--- src/hdl/ecc_pkg.sv ---
// ecc_pkg: shared types, codes and helpers of the elevator cab controller
// no dependencies; imported by every module in hdl/

package ecc_pkg;

  // field widths
  localparam int unsigned WeightW = 24;
  localparam int unsigned PeriodW = 16;
  localparam int unsigned FloorW  = 2;
  localparam int unsigned SensW   = 3;
  localparam int unsigned CodeW   = 3;
  localparam int unsigned CfgIdxW = 2;

  // reset values of the configuration registers
  localparam logic [WeightW-1:0] TareRst     = 24'd9020400;
  localparam logic [WeightW-1:0] OvlOnRst    = 24'd12350;
  localparam logic [WeightW-1:0] OvlOffRst   = 24'd11050;
  localparam logic [PeriodW-1:0] RefreshRst  = 16'd200;
  localparam logic [FloorW-1:0]  FloorRst    = 2'd1;

  // configuration register indexes
  typedef enum logic [CfgIdxW-1:0] {
    CFG_TARE        = 2'd0,
    CFG_OVL_ON      = 2'd1,
    CFG_OVL_OFF     = 2'd2,
    CFG_REFRESH     = 2'd3
  } cfg_reg_e;

  // external mode codes
  localparam logic [CodeW-1:0] CodeWaitKey   = 3'd0;
  localparam logic [CodeW-1:0] CodeWaitReq   = 3'd1;
  localparam logic [CodeW-1:0] CodeMoving    = 3'd2;
  localparam logic [CodeW-1:0] CodeOverload  = 3'd3;
  localparam logic [CodeW-1:0] CodeEmergency = 3'd4;

  // controller states, one-hot
  typedef enum logic [4:0] {
    MODE_WAIT_KEY  = 5'b00001,
    MODE_WAIT_REQ  = 5'b00010,
    MODE_MOVING    = 5'b00100,
    MODE_OVERLOAD  = 5'b01000,
    MODE_EMERGENCY = 5'b10000
  } mode_e;

  typedef struct packed {
    logic [WeightW-1:0] tare;
    logic [WeightW-1:0] ovl_on;
    logic [WeightW-1:0] ovl_off;
    logic [PeriodW-1:0] refresh_period;
  } cfg_t;

  typedef struct packed {
    logic [SensW-1:0]   floor_sensors;
    logic [WeightW-1:0] raw_weight;
    logic               card_read;
    logic               floor_request;
    logic [FloorW-1:0]  target_floor;
    logic               emergency_button;
    logic               bypass_switch;
    logic               silence_switch;
  } item_t;

  typedef struct packed {
    logic [CodeW-1:0]  mode_code;
    logic [FloorW-1:0] present_floor;
    logic              motor_up;
    logic              motor_down;
    logic              motor_enable;
    logic              buzzer_level;
    logic [SensW-1:0]  floor_leds;
    logic              display_refresh;
    logic              technician_call;
  } result_t;

  // state to external code
  function automatic logic [CodeW-1:0] mode_to_code(mode_e m);
    logic [CodeW-1:0] c;
    c = CodeWaitKey;
    unique case (m)
      MODE_WAIT_KEY:  c = CodeWaitKey;
      MODE_WAIT_REQ:  c = CodeWaitReq;
      MODE_MOVING:    c = CodeMoving;
      MODE_OVERLOAD:  c = CodeOverload;
      MODE_EMERGENCY: c = CodeEmergency;
      default:        c = CodeWaitKey;
    endcase
    return c;
  endfunction

  // one-hot led of a floor number
  function automatic logic [SensW-1:0] floor_to_leds(logic [FloorW-1:0] f);
    logic [SensW-1:0] l;
    l = '0;
    case (f)
      2'd1:    l = 3'b001;
      2'd2:    l = 3'b010;
      2'd3:    l = 3'b100;
      default: l = 3'b000;
    endcase
    return l;
  endfunction

endpackage

--- src/hdl/ecc_cfg_regs.sv ---
// ecc_cfg_regs: configuration register file of the cab controller
// depends on ecc_pkg

module ecc_cfg_regs (
  input  logic                          clk_i,
  input  logic                          rst_ni,
  input  logic                          cfg_we_i,
  input  logic [ecc_pkg::CfgIdxW-1:0]   cfg_idx_i,
  input  logic [ecc_pkg::WeightW-1:0]   cfg_data_i,
  output ecc_pkg::cfg_t                 cfg_o
);
  import ecc_pkg::*;

  cfg_t cfg_q;

  // indexed write, all indexes map to a register
  always_ff @(posedge clk_i or negedge rst_ni) begin
    if (!rst_ni) begin
      cfg_q.tare           <= TareRst;
      cfg_q.ovl_on         <= OvlOnRst;
      cfg_q.ovl_off        <= OvlOffRst;
      cfg_q.refresh_period <= RefreshRst;
    end else if (cfg_we_i) begin
      unique case (cfg_reg_e'(cfg_idx_i))
        CFG_TARE:    cfg_q.tare           <= cfg_data_i;
        CFG_OVL_ON:  cfg_q.ovl_on         <= cfg_data_i;
        CFG_OVL_OFF: cfg_q.ovl_off        <= cfg_data_i;
        CFG_REFRESH: cfg_q.refresh_period <= cfg_data_i[PeriodW-1:0];
        default: ;
      endcase
    end
  end

  assign cfg_o = cfg_q;

endmodule

--- src/hdl/ecc_in_reg.sv ---
// ecc_in_reg: input register stage holding one tick word
// depends on ecc_pkg

module ecc_in_reg (
  input  logic          clk_i,
  input  logic          rst_ni,
  input  logic          in_valid_i,
  output logic          in_stall_o,
  input  ecc_pkg::item_t item_i,
  input  logic          take_i,
  output logic          item_valid_o,
  output ecc_pkg::item_t item_o
);
  import ecc_pkg::*;

  logic  valid_q, valid_d;
  item_t item_q;
  logic  accept;

  // full and not drained this cycle holds the input side
  assign in_stall_o = valid_q & ~take_i;
  assign accept     = in_valid_i & ~in_stall_o;

  always_comb begin
    valid_d = valid_q;
    if (accept) begin
      valid_d = 1'b1;
    end else if (take_i) begin
      valid_d = 1'b0;
    end
  end

  always_ff @(posedge clk_i or negedge rst_ni) begin
    if (!rst_ni) begin
      valid_q <= 1'b0;
    end else begin
      valid_q <= valid_d;
    end
  end

  // payload, no reset
  always_ff @(posedge clk_i) begin
    if (accept) begin
      item_q <= item_i;
    end
  end

  assign item_valid_o = valid_q;
  assign item_o       = item_q;

endmodule

--- src/hdl/ecc_core.sv ---
// ecc_core: controller state, per-tick next-state logic and result register
// depends on ecc_pkg

module ecc_core (
  input  logic            clk_i,
  input  logic            rst_ni,
  input  ecc_pkg::cfg_t   cfg_i,
  input  logic            item_valid_i,
  input  ecc_pkg::item_t  item_i,
  output logic            take_o,
  output logic            out_valid_o,
  input  logic            out_stall_i,
  output ecc_pkg::result_t result_o
);
  import ecc_pkg::*;

  localparam int unsigned NetW = WeightW + 2;

  // controller state
  mode_e              mode_q, mode_d;
  logic [FloorW-1:0]  floor_q, floor_d;
  logic               card_q, card_d;
  logic               req_q, req_d;
  logic               up_q, up_d;
  logic               down_q, down_d;
  logic               en_q, en_d;
  logic               buzz_q, buzz_d;
  logic [PeriodW-1:0] rcnt_q, rcnt_d;
  logic               out_valid_q;
  result_t            res_q, res_d;

  logic signed [NetW-1:0] net;
  logic                   over_on, over_off;
  logic                   tech, refresh;
  logic [PeriodW-1:0]     rcnt_inc;

  // result slot free or being drained
  assign take_o = item_valid_i & (~out_valid_q | ~out_stall_i);

  // net weight and hysteresis compares
  assign net = $signed({2'b00, item_i.raw_weight}) - $signed({2'b00, cfg_i.tare});
  assign over_on  = net > $signed({2'b00, cfg_i.ovl_on});
  assign over_off = net < $signed({2'b00, cfg_i.ovl_off});

  assign rcnt_inc = rcnt_q + 1'b1;

  // one tick of the controller
  always_comb begin
    mode_d  = mode_q;
    floor_d = floor_q;
    up_d    = up_q;
    down_d  = down_q;
    en_d    = en_q;
    tech    = 1'b0;
    refresh = 1'b0;

    // lowest closed sensor wins
    if (item_i.floor_sensors[0]) begin
      floor_d = 2'd1;
    end else if (item_i.floor_sensors[1]) begin
      floor_d = 2'd2;
    end else if (item_i.floor_sensors[2]) begin
      floor_d = 2'd3;
    end

    card_d = card_q | item_i.card_read;
    req_d  = req_q | item_i.floor_request;

    if (over_on) begin
      mode_d = MODE_OVERLOAD;
    end

    // priority chain: emergency, release, overload, overload clear
    if (item_i.emergency_button) begin
      if (mode_d != MODE_EMERGENCY) begin
        mode_d = MODE_EMERGENCY;
        up_d   = 1'b0;
        down_d = 1'b0;
        en_d   = 1'b0;
        tech   = 1'b1;
      end
    end else if (mode_d == MODE_EMERGENCY) begin
      mode_d = MODE_WAIT_KEY;
    end else if (over_on) begin
      mode_d = MODE_OVERLOAD;
    end else if (mode_d == MODE_OVERLOAD && over_off) begin
      mode_d = MODE_WAIT_KEY;
    end

    // state action
    unique case (mode_d)
      MODE_WAIT_KEY: begin
        if (card_d || item_i.bypass_switch) begin
          card_d = 1'b0;
          mode_d = MODE_WAIT_REQ;
        end
      end
      MODE_WAIT_REQ: begin
        if (req_d) begin
          req_d  = 1'b0;
          mode_d = MODE_MOVING;
        end
      end
      MODE_MOVING: begin
        if (item_i.target_floor > floor_d) begin
          up_d   = 1'b1;
          down_d = 1'b0;
        end else if (item_i.target_floor < floor_d) begin
          up_d   = 1'b0;
          down_d = 1'b1;
        end
        en_d = 1'b1;
        if (item_i.target_floor == floor_d) begin
          up_d   = 1'b0;
          down_d = 1'b0;
          en_d   = 1'b0;
          req_d  = 1'b0;
          mode_d = MODE_WAIT_KEY;
        end
      end
      default: begin
        up_d   = 1'b0;
        down_d = 1'b0;
        en_d   = 1'b0;
      end
    endcase

    // buzzer toggles during an unsilenced alarm
    if ((mode_d == MODE_OVERLOAD || mode_d == MODE_EMERGENCY) && !item_i.silence_switch) begin
      buzz_d = ~buzz_q;
    end else begin
      buzz_d = 1'b0;
    end

    // display refresh divider
    rcnt_d = rcnt_inc;
    if (rcnt_inc >= cfg_i.refresh_period) begin
      refresh = 1'b1;
      rcnt_d  = '0;
    end
  end

  // result word
  always_comb begin
    res_d.mode_code       = mode_to_code(mode_d);
    res_d.present_floor   = floor_d;
    res_d.motor_up        = up_d;
    res_d.motor_down      = down_d;
    res_d.motor_enable    = en_d;
    res_d.buzzer_level    = buzz_d;
    res_d.floor_leds      = floor_to_leds(floor_d);
    res_d.display_refresh = refresh;
    res_d.technician_call = tech;
  end

  // state registers advance once per taken word
  always_ff @(posedge clk_i or negedge rst_ni) begin
    if (!rst_ni) begin
      mode_q  <= MODE_WAIT_KEY;
      floor_q <= FloorRst;
      card_q  <= 1'b0;
      req_q   <= 1'b0;
      up_q    <= 1'b0;
      down_q  <= 1'b0;
      en_q    <= 1'b0;
      buzz_q  <= 1'b0;
      rcnt_q  <= '0;
    end else if (take_o) begin
      mode_q  <= mode_d;
      floor_q <= floor_d;
      card_q  <= card_d;
      req_q   <= req_d;
      up_q    <= up_d;
      down_q  <= down_d;
      en_q    <= en_d;
      buzz_q  <= buzz_d;
      rcnt_q  <= rcnt_d;
    end
  end

  // output valid
  always_ff @(posedge clk_i or negedge rst_ni) begin
    if (!rst_ni) begin
      out_valid_q <= 1'b0;
    end else if (take_o) begin
      out_valid_q <= 1'b1;
    end else if (!out_stall_i) begin
      out_valid_q <= 1'b0;
    end
  end

  // result payload, no reset
  always_ff @(posedge clk_i) begin
    if (take_o) begin
      res_q <= res_d;
    end
  end

  assign out_valid_o = out_valid_q;
  assign result_o    = res_q;

  // motor bridge never driven both ways
  a_bridge_exclusive: assert property (@(posedge clk_i) disable iff (!rst_ni)
    !(up_q && down_q))
    else $error("motor drive up and down at once");

  // motor enabled only while moving
  a_enable_moving: assert property (@(posedge clk_i) disable iff (!rst_ni)
    en_q |-> (mode_q == MODE_MOVING))
    else $error("motor enabled outside moving");

  // technician call only reported together with emergency mode
  a_tech_emergency: assert property (@(posedge clk_i) disable iff (!rst_ni)
    (out_valid_q && res_q.technician_call) |-> (res_q.mode_code == CodeEmergency))
    else $error("technician call without emergency");

  // a taken word always leaves a result ready on the next cycle
  a_take_result: assert property (@(posedge clk_i) disable iff (!rst_ni)
    take_o |=> out_valid_q)
    else $error("taken word left no result");

endmodule

--- src/hdl/elevator_cab_controller.sv ---
// elevator_cab_controller: top level of the elevator cab controller
// depends on ecc_pkg, ecc_cfg_regs, ecc_in_reg, ecc_core
//
//  channel   handshake              payload
//  -------   --------------------   -------------------------------------------
//  input     in_valid_i/in_stall_o  floor_sensors_i .. silence_switch_i
//  result    out_valid_o/out_stall_i mode_code_o .. technician_call_o
//  config    cfg_we_i               cfg_idx_i, cfg_data_i
//
// one word a cycle sustained while out_stall_i is low; a word passes through the input
// register and then the result register.
// the tick logic between the two registers sets the clock period.
// reset clears the controller state and both valid flags; config returns to defaults.
// a stalled result holds; the input register keeps taking words while the result
// register is free or drained in the same cycle.

module elevator_cab_controller (
  input  logic                          clk_i,
  input  logic                          rst_ni,
  // configuration
  input  logic                          cfg_we_i,
  input  logic [ecc_pkg::CfgIdxW-1:0]   cfg_idx_i,
  input  logic [ecc_pkg::WeightW-1:0]   cfg_data_i,
  // input words
  input  logic                          in_valid_i,
  output logic                          in_stall_o,
  input  logic [ecc_pkg::SensW-1:0]     floor_sensors_i,
  input  logic [ecc_pkg::WeightW-1:0]   raw_weight_i,
  input  logic                          card_read_i,
  input  logic                          floor_request_i,
  input  logic [ecc_pkg::FloorW-1:0]    target_floor_i,
  input  logic                          emergency_button_i,
  input  logic                          bypass_switch_i,
  input  logic                          silence_switch_i,
  // result words
  output logic                          out_valid_o,
  input  logic                          out_stall_i,
  output logic [ecc_pkg::CodeW-1:0]     mode_code_o,
  output logic [ecc_pkg::FloorW-1:0]    present_floor_o,
  output logic                          motor_up_o,
  output logic                          motor_down_o,
  output logic                          motor_enable_o,
  output logic                          buzzer_level_o,
  output logic [ecc_pkg::SensW-1:0]     floor_leds_o,
  output logic                          display_refresh_o,
  output logic                          technician_call_o
);
  import ecc_pkg::*;

  cfg_t    cfg;
  item_t   item_in, item;
  logic    item_valid, take;
  result_t res;

  // gather the input word
  always_comb begin
    item_in.floor_sensors    = floor_sensors_i;
    item_in.raw_weight       = raw_weight_i;
    item_in.card_read        = card_read_i;
    item_in.floor_request    = floor_request_i;
    item_in.target_floor     = target_floor_i;
    item_in.emergency_button = emergency_button_i;
    item_in.bypass_switch    = bypass_switch_i;
    item_in.silence_switch   = silence_switch_i;
  end

  ecc_cfg_regs u_cfg (
    .clk_i      (clk_i),
    .rst_ni     (rst_ni),
    .cfg_we_i   (cfg_we_i),
    .cfg_idx_i  (cfg_idx_i),
    .cfg_data_i (cfg_data_i),
    .cfg_o      (cfg)
  );

  ecc_in_reg u_in (
    .clk_i        (clk_i),
    .rst_ni       (rst_ni),
    .in_valid_i   (in_valid_i),
    .in_stall_o   (in_stall_o),
    .item_i       (item_in),
    .take_i       (take),
    .item_valid_o (item_valid),
    .item_o       (item)
  );

  ecc_core u_core (
    .clk_i        (clk_i),
    .rst_ni       (rst_ni),
    .cfg_i        (cfg),
    .item_valid_i (item_valid),
    .item_i       (item),
    .take_o       (take),
    .out_valid_o  (out_valid_o),
    .out_stall_i  (out_stall_i),
    .result_o     (res)
  );

  // split the result word onto its ports
  assign mode_code_o       = res.mode_code;
  assign present_floor_o   = res.present_floor;
  assign motor_up_o        = res.motor_up;
  assign motor_down_o      = res.motor_down;
  assign motor_enable_o    = res.motor_enable;
  assign buzzer_level_o    = res.buzzer_level;
  assign floor_leds_o      = res.floor_leds;
  assign display_refresh_o = res.display_refresh;
  assign technician_call_o = res.technician_call;

endmodule
--- config.mk ---
export PLATFORM = sky130hd
export DESIGN_NAME = elevator_cab_controller
export DESIGN_NICKNAME = d
export VERILOG_FILES = /design/src/hdl/ecc_pkg.sv /design/src/hdl/ecc_cfg_regs.sv /design/src/hdl/ecc_in_reg.sv /design/src/hdl/ecc_core.sv /design/src/hdl/elevator_cab_controller.sv
export SDC_FILE = /design/constraint.sdc
export NUM_CORES = 1
export LEC_CHECK = 0
export BUFFER_PORTS_ARGS = -buffer_cell sky130_fd_sc_hd__buf_4
export CAP_MARGIN = 25
export CORE_MARGIN = 1.5
export CORE_UTILIZATION = 26
export CTS_CLUSTER_DIAMETER = 60
export DETAILED_ROUTE_END_ITERATION = 10
export PLACE_DENSITY = 0.54
export RECOVER_POWER = 25
export SYNTH_ARGS = -nofsm -noshare
export SYNTH_HDL_FRONTEND = slang
export SYNTH_HIERARCHICAL = 1
export SYNTH_SLANG_ARGS = --single-unit
--- constraint.sdc ---
create_clock -name clk_i -period 4.7 [get_ports clk_i]
set_input_delay 0.235 -clock clk_i [delete_from_list [all_inputs] [get_ports clk_i]]
set_output_delay 0.235 -clock clk_i [all_outputs]
set_load 0.1 [all_outputs]
After elaboration in Yosys (flattened, before gate mapping) --
Index checks and enable logic that the tools add are counted.
Storage, ports and cells: flip-flop bits (word level) 167, word-level logic and storage cells 123, bits of input ports 65
Cells by class: $lt $le $gt $ge 5, bitwise operators 11, $add $sub $neg 2, muxes and demuxes 43, equality and inequality tests 18, reductions and logical operators 12
Operator list (count):
- $mux W5 | 9
- $gt A26 B25 Y1 | 1
- $lt A26 B25 Y1 | 1
- $sub A24 B24 Y25 | 1
- $mux W1 | 23
- $add A16 B1 Y16 const B | 1
- $ge A16 B16 Y1 | 1
- $mux W16 | 1
- $pmux W5 S3 | 1
- $pmux W3 S4 | 1
- $eq A5 B2 Y1 const B | 2
- $eq A5 B3 Y1 const B | 2
- $eq A5 B4 Y1 const B | 2
- $eq A5 B5 Y1 const B | 2
- $pmux W3 S3 | 1
- $eq A2 B2 Y1 const B | 4
- $pmux W1 S2 | 4
- $reduce_and A2 Y1 | 4
- $mux W2 | 3
- $eq A5 B1 Y1 const B | 1
- $ne A5 B5 Y1 const B | 1
- $not A1 Y1 | 5
- $eq A2 B1 Y1 const B | 2
- $and A1 B1 Y1 | 3
- other kinds (11) | 15

Longest topological paths before layout --
depth after elaboration 15, mapped depth 25, depth with buffers taken out 24

Cells and area by module --
Netlist, hierarchy kept.
By module, submodules not included:
- ecc_core | instances 1, cells each 622, area an instance 5170.0 um^2, seq. area each 1173.6 um^2
- ecc_cfg_regs | instances 1, cells each 187, area an instance 3343.2 um^2, seq. area each 2237.1 um^2
- ecc_in_reg | instances 1, cells each 39, area an instance 1078.5 um^2, seq. area each 1046.0 um^2

Least setup slack after synthesis --
Ideal clock, no wire load.
kind reg-to-reg, start reg u_cfg.cfg_q (netlist bit u_cfg/cfg_o[69]), end reg u_core.res_q (netlist bit u_core/result_o[12]) (data pin), slack -0.282 ns, arrival time 4.723 ns, cell stages (with the launch flop) 24, clock period less this slack 4.982 ns, data required time 4.440 ns, cell sequence dfstp_2 -> inv_1 -> ha_1 -> a21oi_1 -> nor3b_1 -> a211oi_1 -> or2_2 -> a21oi_1 -> nor2_1 -> o21ai_0 -> nand2b_1 -> a21oi_1 -> xnor2_1 -> ha_1 -> and4_1 -> nand4_1 -> nor4_1 -> o2bb2ai_1 -> o21ai_0 -> a2111o_1 -> o211a_1 -> a21oi_2 -> xnor2_1 -> nor3b_2
RTL lines:
- start: declaration | RTL line ecc_cfg_regs.sv:14 | cfg_t cfg_q;
- end signal: assignment | RTL line ecc_core.sv:195 | res_q <= res_d;
- end: declaration | RTL line ecc_core.sv:30 | result_t res_q, res_d;

==> results.md <==
* Worst skew pair latency at 0.44 ns
* Post-synthesis mux area share at 10.7%
* Global route total overflow at 0
* Switching portion of total power at 36.2%
* FP Rows at 70
* Startpoint Class: flip-flop
* Slew headroom at -110%
* CTS HTree Levels at 4
* Area growth syn-to-layout at 30.6%
* Worst-path cell chain: ha_1 -> nor2b_1 -> o21ai_2 -> a21boi_2 -> o21ai_2 -> a21boi_2 -> o211a_1 -> or3b_4 -> nand2_4 -> nor4b_2 -> a211o_1 -> ha_4 -> and4_1 -> nand4_1 -> nor4_1 -> o2bb2ai_1 -> o21ai_2 -> a2111o_1 -> o211a_1 -> a21oi_2 -> xnor2_1 -> nor3b_2
* Iteration-0 DRC count of the detailed router at 278
* Logic pwr share at 44.1%
* Slowest CP cell: a2111o_1
* Initial antenna violation count at 1
* Maximum capacitance violations at 2
* HPWL after detailed placement at 17.3 mm
* Clock Tree Root: clkbuf_16
* Fmax at 203 MHz
* Cells after synthesis at 848
* Placed Cells at 1441
* Worst-margin pin slew at 3.15 ns
* PnR worst setup slack at -0.227 ns
* Final Skew at 0.0123 ns
* # fillers at 3670
* Pwr per Cell Area at 491 nW/µm²
* Tcrit/Tclk final at 105%
* Pin count of the biggest net entering global routing at 57
* 1st-pass router iterations at 6
* CTS max path bufs at 2
* CTS buffer count at 17
* Distinct cell type count after synthesis at 71
* DP Worst Slack at -0.467 ns
* # DRC at 0
* CTS tree: done
* First-pass GRT wire length at 38.2 mm
* CP Data Required Time at 4.89 ns
* Compound-gate portion of the synthesized area at 12.1%
* Minimum clock period at 4.93 ns
* Final hold vios at 0
* Die W at 195 µm
* Sink Count at 167
* Vias in the first global route at 7103
* Largest family of logic cells by synthesized area: compound AO/OA/AOI/OAI gates
* Post-synth ARST share at 71.3%
* Clock Pin Slew Worst Setup and Hold Paths at 0.07 ns
* Clock group share of total power at 24.1%
* Area leader, netlist: dfrtp_1
* Slowest stage delay, CP at 0.49 ns
* Worst VDD drop at 0.261 mV
* WS Path Type: reg -> reg
* DR WL/cell at 15.5 µm
* Failing checks: capacitance limit, slew limit, setup timing
* Xor and xnor fraction of the mapped netlist area at 3.47%
* Worst setup EP type: flip-flop
* Layout Utilization at 34.4%
* RSZ-0062 raised after global routing: true
* Synth top area cells: dfrtp_1, edfxtp_1, ha_1
* Sequential share of the synthesized area at 46.5%
* NetSw at 0.00223 W
* Syn avg cell area at 11.3 µm²
* Layout cells sized above 1 at 34.3%
* Slew Limit Fails at 82
* Routed WL at 23.7 mm
* Gp weighted congestion at 0.848
* Core area at 36400 µm²
* Reg power frac at 31.8%
* Int Pwr at 0.00392 W
* Synth top area share at 23.2%
* Seq cells post-synth at 167
* Most common cell in the netlist: inv_1
* Worst Path Arrival at 5.12 ns
* Total Routing Usage GR at 12.9%
* Layout Nets at 1206
* Number of synthesized flops with an enable pin at 48
* TNS Setup at -1.44 ns
* Via-to-Cell Ratio at 4.52
* Top cells by count, synth: inv_1, ha_1, dfrtp_1
* Post-Synth Adder-Cell Area at 11.9%
* Mapped Area at 9590 µm²
* Detail Route Antenna Nets at 0
* Die Height at 195 µm
* Die area at 38100 µm²
* Ys flop type: dfrtp_1
* Post-synthesis simple-gate area fraction at 10.0%
* Max FO, Critical Path at 3
* Static Leakage at 5.76 nW
* Final Setup Violations at 12
* Ys Warns at 6
* Io pins at 81
* Port bufs at 80
* Initial Util at 26.3%
* Worst path most repeated cell: o21ai_2
* Syn_nets at 1004
* Hold Path Class: in -> reg
* Hold slack at 0.0399 ns
* Routed vias at 6920
* Cell Count, Final, Fillers Out at 1532
* Status: finished, violations left
## power by group through the flow
stage / logic (W) / registers, W / clock network [W]
3_5_place_dp: 0.00237 / 0.00198 / 0
2_1_floorplan: 0.00151 / 0.00206 / 0
4_1_cts: 0.00259 / 0.00196 / 0.00153
6_report: 0.00271 / 0.00195 / 0.00148
5_1_grt: 0.00300 / 0.00199 / 0.00159
3_3_place_gp: 0.00234 / 0.00198 / 0
## per-stage QoR
step                      area [µm²]  total power [W]
final                          12500          0.00615
after CTS                      12400          0.00608
after global placement         11200          0.00431
after detailed placement       11200          0.00435
after floorplan                 9640          0.00356
after global routing           12500          0.00658
## area by class of cell
cell class,instances,area (µm²),share of cell area [%]
diodes,1,2.50,0.0200
inverters,104,390,3.12
clock inverters,13,159,1.27
repair buffers,201,1610,12.9
clock buffers,19,454,3.63
flip-flops and latches,167,4460,35.6
well taps,468,586,4.68
multi-input cells,559,4860,38.8
## worst paths after layout
kind,slack (ns),cells past startpoint,from,to
max in group asynchronous,1.47,3,rst_ni,u_cfg/cfg_o[29]
min reg2reg,0.49,2,u_core/floor_q[1],u_core/floor_q[1]
max,-0.23,22,u_in/item_o[8],u_core/result_o[12]
min in group asynchronous,1.38,2,rst_ni,u_cfg/cfg_o[85]
max reg2reg,-0.23,22,u_in/item_o[8],u_core/result_o[12]
min,0.04,3,out_stall_i,u_core/out_valid_o
## critical path: cells and delay by family (launching register included)
family                     cells  cell delay, ns
AOI/OAI and AO/OA             11            2.23
adders and majority gates      2            0.58
xor gates and xnor gates       1            0.15
DFF                            1            0.39
and+or+nand+nor                8            1.34
## cell families (layout without fill, tap and decap cells)
family                   Yosys count  count (layout)
adder cells (fa/ha/maj)           91              91
AND/OR/NAND/NOR                  169             169
buffers and inverters            122             337
other                              0               1
AO/OA/AOI/OAI                    170             170
flip-flops                       167             167
XOR/XNOR                          38              38
multiplexers                      91              91
## registers in the layout, indices dropped and copies added, names as in the netlist
register,flops
u_core/card_q,1
u_in/item_valid_o,1
u_core/mode_q,5
u_in/item_o,34
u_core/floor_q,2
u_cfg/cfg_o,88
u_core/en_q,1
u_core/buzz_q,1
u_core/out_valid_o,1
u_core/result_o,14
u_core/rcnt_q,16
u_core/up_q,1
u_core/req_q,1
u_core/down_q,1
## repair_timing
item	CTS	global route
setup buffers	16	6
resized for setup	25	19
gates cloned	0	0
hold buffers	36	0
pin swaps	13	14
hold endpoints to repair	68	0
setup endpoints to repair	15	16
## per-layer routing
metal | global-route usage [%] | up-vias | part of all wire, %
li1 | - | 3441 | -
met1 | 17.6 | 3363 | 50
met2 | 20.7 | 99 | 47
met3 | 2.38 | 17 | 2.4
met4 | 3.73 | 0 | 1.2
met5 | 0 | - | 0
## cells in the final DEF (no fill, tap or decap), types with 6 or more instances in the layout
master / synthesis / routed
dlygate4sd3_1: 0 / 36
xor2_1: 17 / 17
nor3_1: 11 / 9
edfxtp_1: 48 / 48
dfstp_2: 30 / 30
dfrtp_1: 89 / 89
clkbuf_4: 0 / 34
buf_4: 5 / 126
nand4_1: 7 / 7
inv_1: 103 / 103
ha_1: 90 / 87
nor2_1: 33 / 31
and3_1: 6 / 6
clkbuf_16: 0 / 18
a21oi_2: 1 / 6
o21a_1: 6 / 6
a21o_1: 24 / 24
a22o_1: 13 / 13
nand2_1: 36 / 34
a211oi_1: 9 / 6
nor2b_1: 8 / 8
xnor2_1: 21 / 20
o21ai_0: 30 / 22
nand2b_1: 9 / 8
mux2_2: 88 / 88
o211ai_1: 7 / 7
a21oi_1: 39 / 33
nand3_1: 15 / 16
(Power assumes the default switching activity.)
